### src/trv_pkg.sv
`timescale 1ns / 1ps
// ----------------------------------------------------------------------------
// trv_pkg
// Shared types and constants for the torus vertex generator.
// ----------------------------------------------------------------------------
package trv_pkg;

  // division counts saturate here
  localparam int unsigned MAX_DIV = 1024;

  // quarter-wave sine polynomial coefficients, Q1.14
  localparam logic [14:0] SIN_A   = 15'd25736;
  localparam logic [13:0] SIN_B   = 14'd10512;
  localparam logic [10:0] SIN_C   = 11'd1160;
  localparam logic [14:0] QUARTER = 15'd16384;

  // pipeline depths
  localparam int unsigned DIV_STAGES   = 17;
  localparam int unsigned SINE_STAGES  = 5;
  localparam int unsigned SHAPE_STAGES = 2;
  localparam int unsigned NUM_STAGES   = 1 + DIV_STAGES + SINE_STAGES + SHAPE_STAGES;

  // sine lanes
  localparam int unsigned NUM_LANES = 4;
  localparam int unsigned LANE_SU = 0;
  localparam int unsigned LANE_CU = 1;
  localparam int unsigned LANE_SV = 2;
  localparam int unsigned LANE_CV = 3;

  // configuration register indexes
  typedef enum logic [7:0] {
    REG_OUTER = 8'd0,
    REG_INNER = 8'd1,
    REG_RINGS = 8'd2,
    REG_SIDES = 8'd3
  } trv_reg_t;

  // sine and cosine of both angles, Q1.14
  typedef struct packed {
    logic signed [15:0] su;
    logic signed [15:0] cu;
    logic signed [15:0] sv;
    logic signed [15:0] cv;
  } trv_trig_t;

endpackage

### src/trv_shape.sv
`timescale 1ns / 1ps
// ----------------------------------------------------------------------------
// trv_shape
// Torus position and normal from the trig values, two register stages.
// ----------------------------------------------------------------------------
module trv_shape
  import trv_pkg::*;
(
  input  logic                    clk,
  input  logic [SHAPE_STAGES-1:0] en,
  input  logic [15:0]             outer,
  input  logic [15:0]             inner,
  input  trv_trig_t               trig,
  output logic signed [18:0]      pos_x,
  output logic signed [18:0]      pos_y,
  output logic signed [18:0]      pos_z,
  output logic signed [15:0]      norm_x,
  output logic signed [15:0]      norm_y,
  output logic signed [15:0]      norm_z
);

  logic signed [32:0] icv, isv;
  logic signed [31:0] nxp, nzp;
  logic signed [18:0] r_f, py_f;
  logic signed [15:0] su_f, cu_f, nx_f, ny_f, nz_f;
  logic signed [34:0] rsu, rcu;
  logic signed [20:0] px, pz;

  // first stage: radius, y, normals
  assign icv = $signed({1'b0, inner}) * trig.cv;
  assign isv = $signed({1'b0, inner}) * trig.sv;
  assign nxp = trig.cv * trig.su;
  assign nzp = trig.cv * trig.cu;

  always_ff @(posedge clk) begin
    if (en[0]) begin
      r_f  <= 19'($signed({3'b0, outer}) - 19'((icv + 33'sd8192) >>> 14));
      py_f <= 19'(-((isv + 33'sd8192) >>> 14));
      nx_f <= 16'((nxp + 32'sd8192) >>> 14);
      nz_f <= 16'((nzp + 32'sd8192) >>> 14);
      ny_f <= -trig.sv;
      su_f <= trig.su;
      cu_f <= trig.cu;
    end
  end

  // second stage: x and z from radius
  assign rsu = r_f * su_f;
  assign rcu = r_f * cu_f;
  assign px  = 21'(-((rsu + 35'sd8192) >>> 14));
  assign pz  = 21'(-((rcu + 35'sd8192) >>> 14));

  always_ff @(posedge clk) begin
    if (en[1]) begin
      if (px > 21'sd131072)       pos_x <= 19'sd131072;
      else if (px < -21'sd131072) pos_x <= -19'sd131072;
      else                        pos_x <= px[18:0];
      if (pz > 21'sd131072)       pos_z <= 19'sd131072;
      else if (pz < -21'sd131072) pos_z <= -19'sd131072;
      else                        pos_z <= pz[18:0];
      pos_y  <= py_f;
      norm_x <= nx_f;
      norm_y <= ny_f;
      norm_z <= nz_f;
    end
  end

endmodule

### config.mk
export PLATFORM = sky130hd
export DESIGN_NAME = trv_shape
export DESIGN_NICKNAME = d
export VERILOG_FILES = /design/src/trv_pkg.sv /design/src/trv_shape.sv
export SDC_FILE = /design/constraint.sdc
export NUM_CORES = 2
export LEC_CHECK = 0
export BUFFER_PORTS_ARGS = -buffer_cell sky130_fd_sc_hd__buf_2
export CAP_MARGIN = 15
export CORE_ASPECT_RATIO = 1.2
export CORE_UTILIZATION = 40
export DETAILED_ROUTE_END_ITERATION = 7
export GPL_ROUTABILITY_DRIVEN = 0
export GPL_TIMING_DRIVEN = 1
export PLACE_DENSITY = 0.57
export SYNTH_ARGS = -nofsm -noshare
export SYNTH_HDL_FRONTEND = slang
export SYNTH_SLANG_ARGS = --single-unit
### constraint.sdc
create_clock -name clk -period 12.95 [get_ports clk]
set_input_delay 0.6475 -clock clk [delete_from_list [all_inputs] [get_ports clk]]
set_output_delay 0.6475 -clock clk [all_outputs]
set_load 0.02 [all_outputs]
---- After elaboration in Yosys (flattened, before gate mapping) ----
Cells that the tools add are included.
storage, ports and cells
  register bits ........................... 223
  bits of input ports ..................... 99
  output and inout port bits .............. 105
  word-level logic and storage cells ...... 40
cells by class
  add/sub/neg operators ................... 11
  multipliers ............................. 6
  order comparisons ....................... 4
  muxes and demuxes ....................... 2
  reductions and logical operators ........ 2
operators by type and width
  operator                                                                           number
  35-bit by 15-bit adder with 35-bit output, second input constant                   2
  19-bit by 16-bit multiplier with 35-bit output                                     2
  33-bit by 15-bit adder with 33-bit output, second input constant                   2
  17-bit by 16-bit multiplier with 33-bit output                                     2
  30-bit by 15-bit adder with 30-bit output, second input constant                   2
  16-bit by 16-bit multiplier with 30-bit output                                     2
  21-bit by 19-bit greater-than comparator with 1-bit output, second input constant  2
  21-bit by 18-bit < comparator with 1-bit output, second input constant             2
  21-bit negator                                                                     2
  19-bit two-way mux                                                                 2
  19-bit negator                                                                     1
  17-bit by 19-bit subtractor with 19-bit output                                     1
  16-bit negator                                                                     1
  2-bit OR reduction                                                                 2

---- Longest topological paths before layout ----
  word-level depth ........................ 5
  gate-level depth with buffers ........... 39
  depth with buffers taken out ............ 37

---- Least setup slack after synthesis ----
OpenSTA, ideal clock, no wires.
  path type ............................... input to register
  from .................................... input trig[1] in the netlist's numbering
  to ...................................... register r_f[18] (data pin)
  arrival ................................. 8.841 ns
  data required time ...................... 12.690 ns
  slack ................................... 3.849 ns
  stages .................................. 38
  cells stage by stage .................... clkbuf_1 > clkbuf_1 > nand2_1 > fa_1 > inv_1 > fa_1 > inv_1 > fa_1 > fa_1 > inv_1 > fa_1 > inv_1 > fa_1 > inv_1 > ha_1 > o21ai_0 > nor2_1 > a221oi_1 > [... 2 more ...] > nand2b_1 > a21boi_0 > o21a_1 > o21a_1 > o21a_1 > nor2_1 > xor2_1 > ha_1 > a21o_1 > a31o_2 > a41oi_1 > a211oi_1 > a31o_2 > a31oi_1 > and4b_1 > a211oi_1 > o211ai_1 > xnor2_1
on the way
  longest elaborated chain between the ends .. 3
ends and longest elaborated chain
  item                                            RTL line         RTL
  start: declaration                              trv_shape.sv:13  input trv_trig_t trig,
  17-bit by 16-bit multiplier with 33-bit output  trv_shape.sv:30  assign icv = $signed({1'b0, inner}) * trig.cv;
  33-bit by 15-bit adder with 33-bit output       trv_shape.sv:37  r_f <= 19'($signed({3'b0, outer}) - 19'((icv + 33'sd8192) >>> 14));
  17-bit by 19-bit subtractor with 19-bit output  trv_shape.sv:37
  end signal: assignment                          trv_shape.sv:37
  end: declaration                                trv_shape.sv:24  logic signed [18:0] r_f, py_f;
No other way between the ends.
A chain may end at the register's enable or synchronous reset.

---- Final worst setup path ----
  from .................................... register su_f[8]
  to ...................................... register pos_x[13] (data pin)
on the way
  longest elaborated chain between the ends .. 5
ends and longest elaborated chain
  item                                                                                                                                  RTL line                          RTL
  start: declaration                                                                                                                    trv_shape.sv:25                   logic signed [15:0] su_f, cu_f, nx_f, ny_f, nz_f;
  start signal: assignment                                                                                                              trv_shape.sv:42                   su_f <= trig.su;
  19-bit by 16-bit multiplier with 35-bit output (*)                                                                                    trv_shape.sv:48                   assign rsu = r_f * su_f;
  35-bit by 15-bit adder with 35-bit output (*)                                                                                         trv_shape.sv:50                   assign px = 21'(-((rsu + 35'sd8192) >>> 14));
  21-bit negator (*)                                                                                                                    trv_shape.sv:50
  21-bit by 19-bit greater-than comparator with 1-bit output / 21-bit by 18-bit < comparator with 1-bit output (equally long branches)  trv_shape.sv:55, trv_shape.sv:56
  2-bit OR reduction (no source line)                                                                                                   --
  end signal: assignment                                                                                                                trv_shape.sv:56                   else if (px < -21'sd131072) pos_x <= -19'sd131072;
  end signal: assignment                                                                                                                trv_shape.sv:57                   else pos_x <= px[18:0];
  end: declaration                                                                                                                      trv_shape.sv:14                   output logic signed [18:0] pos_x,
Mark *: on every way between the ends. The rest lies on a longest branch, timed or not.

==> results.cfg <==
[global_routing]
grt_pass1_vias = 52200
grt.overflow.total = 0
grt_usage = 0.210
grt_pass1_wl_mm = 281
antenna_found_initial = 19
grt_start_max_net_pins = 69

[sta]
skew_ns = 0.0258
min_period_ns = 9.45
rsz0062_at_grt = false
tightest_slew_ns = 1.18
max_freq_mhz = 106
relSlewSlack = 0.210
period_share = 0.729
hold_viol_final = 0
final-setup-viol-count = 0
tns_ns = 0
slew_violations = 0
hold_slack_ns = 0.406

[floorplanning]
die_w_um = 376
io_pins = 204
coreArea_um2 = 166000
start_util = 0.403
std_cell_rows = 164
dieArea_um2 = 169000
chipHeight_um = 450

[finish]
seqCellArea_um2 = 6700
nets = 9232
final_cell_area_um2 = 70900
final_common_cell = inv_1
areaGrowthSynthToFinish_pct = 5.89
final_cell_mix = inv_1, fa_1, nand2_1, and2_1, ha_1
fill_cells = 16300
drive_above_1_share = 0.0512
layout.cells.non_filler = 9340
multi_input_area_um2 = 52700

[yosys]
synth_nets = 9274
yosys_register_bits = 223
synth_cell_types = 100
avgSynthCellArea_um2 = 9.42
ys.warnings.count = 0
ys_async_sr_fraction = 0
yosysSeqAreaShare = 0.0999
synth_area_um2 = 67000
synth_cells = 7114
ys.flop_type = edfxtp_1
synth_edf_count = 223

[clocking]
clkTransAtPathRegs_ns = 0.07
tritoncts = built
cts_made_buffers = 30
htreeDepth = 1
ctsHoldBuffers = 0
clk_latency_ns = 0.66
cts_resized = 0
clock-root-buffer = clkbuf_16
cts.sinks = 223
cts.path.max_buffers = 3
post_cts_buffers = 0

[routing]
ant_nets = 0
num_vias = 47100
vias_per_cell = 5.04
drc = 0
wire_per_inst_um = 18.1
drtIter0Drc = 1927
wirelength_mm = 169
first_pass_iters = 5

[critical_path]
cp_common_cell = fa_1
arrival_ns = 9.84
max_stage_delay_ns = 1.02
crit_path_start_kind = flip-flop
crit_slowest_cell = edfxtp_1
crit_path_end_kind = flip-flop
cp_max_fo = 19
critical_path_required_ns = 13.35
critPathKind = reg2reg

[flow_run]
cap_viol_max_count = 0

[hold_path]
hold_path.class = reg2reg

[outcome]
status = finished clean

[placed_design]
dp.cells = 9281
dpl_cell_area_um2 = 69900
dp.final_hpwl_mm = 133
port_buffers = 203
==> synth_stat cells (5+ instances only) <==
master,count,area [um2]
a211oi_1,22,165
fa_1,1493,29900
edfxtp_1,223,6700
a41oi_1,6,52.6
buf_1,17,63.8
a21boi_0,11,82.6
and2_1,634,3970
xnor2_1,158,1380
a21oi_1,107,536
nor3_2,11,110
o21ai_0,72,360
a21o_1,42,315
a211o_1,8,70.1
xor2_1,47,412
nor4_1,23,144
nor4b_1,8,70.1
or2_2,17,106
nand3_1,42,210
nor3_1,67,335
o21bai_1,14,105
and3_1,21,131
nand2b_1,80,500
or3_1,14,87.6
ha_1,568,7110
or4_1,8,60.1
nand4_1,20,125
clkbuf_1,296,1110
nor2b_1,16,100
o21a_1,27,203
o31ai_1,8,60.1
o31a_1,5,43.8
o21ai_1,5,25.0
nand2_1,999,3750
o22ai_1,5,31.3
buf_2,8,40.0
a31oi_1,19,119
mux2i_1,11,110
nor2_1,150,563
o211a_1,5,50.1
nand3b_1,6,45.0
o211ai_1,19,143
and4_1,5,43.8
inv_1,1688,6340
==> logic make-up after synthesis <==
group	after synthesis	synth area share
adder cells (fa/ha/maj)	2061	0.552
XOR/XNOR	205	0.0268
multiplexers	15	0.00237
AND/OR/NAND/NOR	2146	0.158
AO/OA/AOI/OAI	452	0.0476
buffers and inverters	2012	0.113
flip-flops	223	0.0999
==> path summary, 6_finish.rpt <==
path	endpoint	startpoint	depth (start not counted)	slack, ns
max reg2reg	pos_x[13]$_SDFFCE_PP0P_	su_f[8]$_DFFE_PP_	29	3.50
max	pos_x[13]$_SDFFCE_PP0P_	su_f[8]$_DFFE_PP_	29	3.50
min	norm_z[5]$_DFFE_PP_	nz_f[5]$_DFFE_PP_	0	0.41
min reg2reg	norm_z[5]$_DFFE_PP_	nz_f[5]$_DFFE_PP_	0	0.41
==> worst max-delay path, delay by kind of cell (launching register included) <==
family	cells	cell delay, ns
and+or+nand+nor	10	2.40
DFF	1	1.02
muxes	1	0.35
adders and majority gates	8	3.64
AOI/OAI and AO/OA	4	1.42
buffers and inverters	5	0.25
xor gates and xnor gates	1	0.13
==> through the flow <==
step            util  worst slack (ns)
3_3_place_gp   0.420              2.95
3_5_place_dp   0.420              2.88
5_1_grt        0.426              2.84
6_report       0.426              3.50
4_1_cts        0.426              3.49
2_1_floorplan      -              3.85
==> routing by layer <==
| layer | vias to the layer above | global-route usage | share of wire |
|---|---|---|---|
| li1 | 21200 | - | - |
| met1 | 24700 | 0.266 | 0.42 |
| met2 | 927 | 0.375 | 0.51 |
| met3 | 272 | 0.0272 | 0.046 |
| met4 | 26 | 0.0543 | 0.028 |
| met5 | - | 0 | 0.00090 |
==> area by class of cell <==
cell class | count | share of cell area
Sequential cell | 223 | 0.0944
Tap cell | 2241 | 0.0395
Multi-Input combinational cell | 4879 | 0.743
Clock buffer | 34 | 0.0111
Inverter | 1688 | 0.0893
Clock inverter | 22 | 0.00289
Timing Repair Buffer | 250 | 0.0195
Antenna cell | 3 | 0.000106
==> state kept, by name, summed over array words and instances, names as in the netlist, 19 cells and up <==
signal,cells
pos_z,19
py_f,19
pos_y,19
pos_x,19
r_f,19
Power is left out: the tool's default activity adds up to more than one toggle a clock period on the data nets, which glitch-free logic cannot reach.
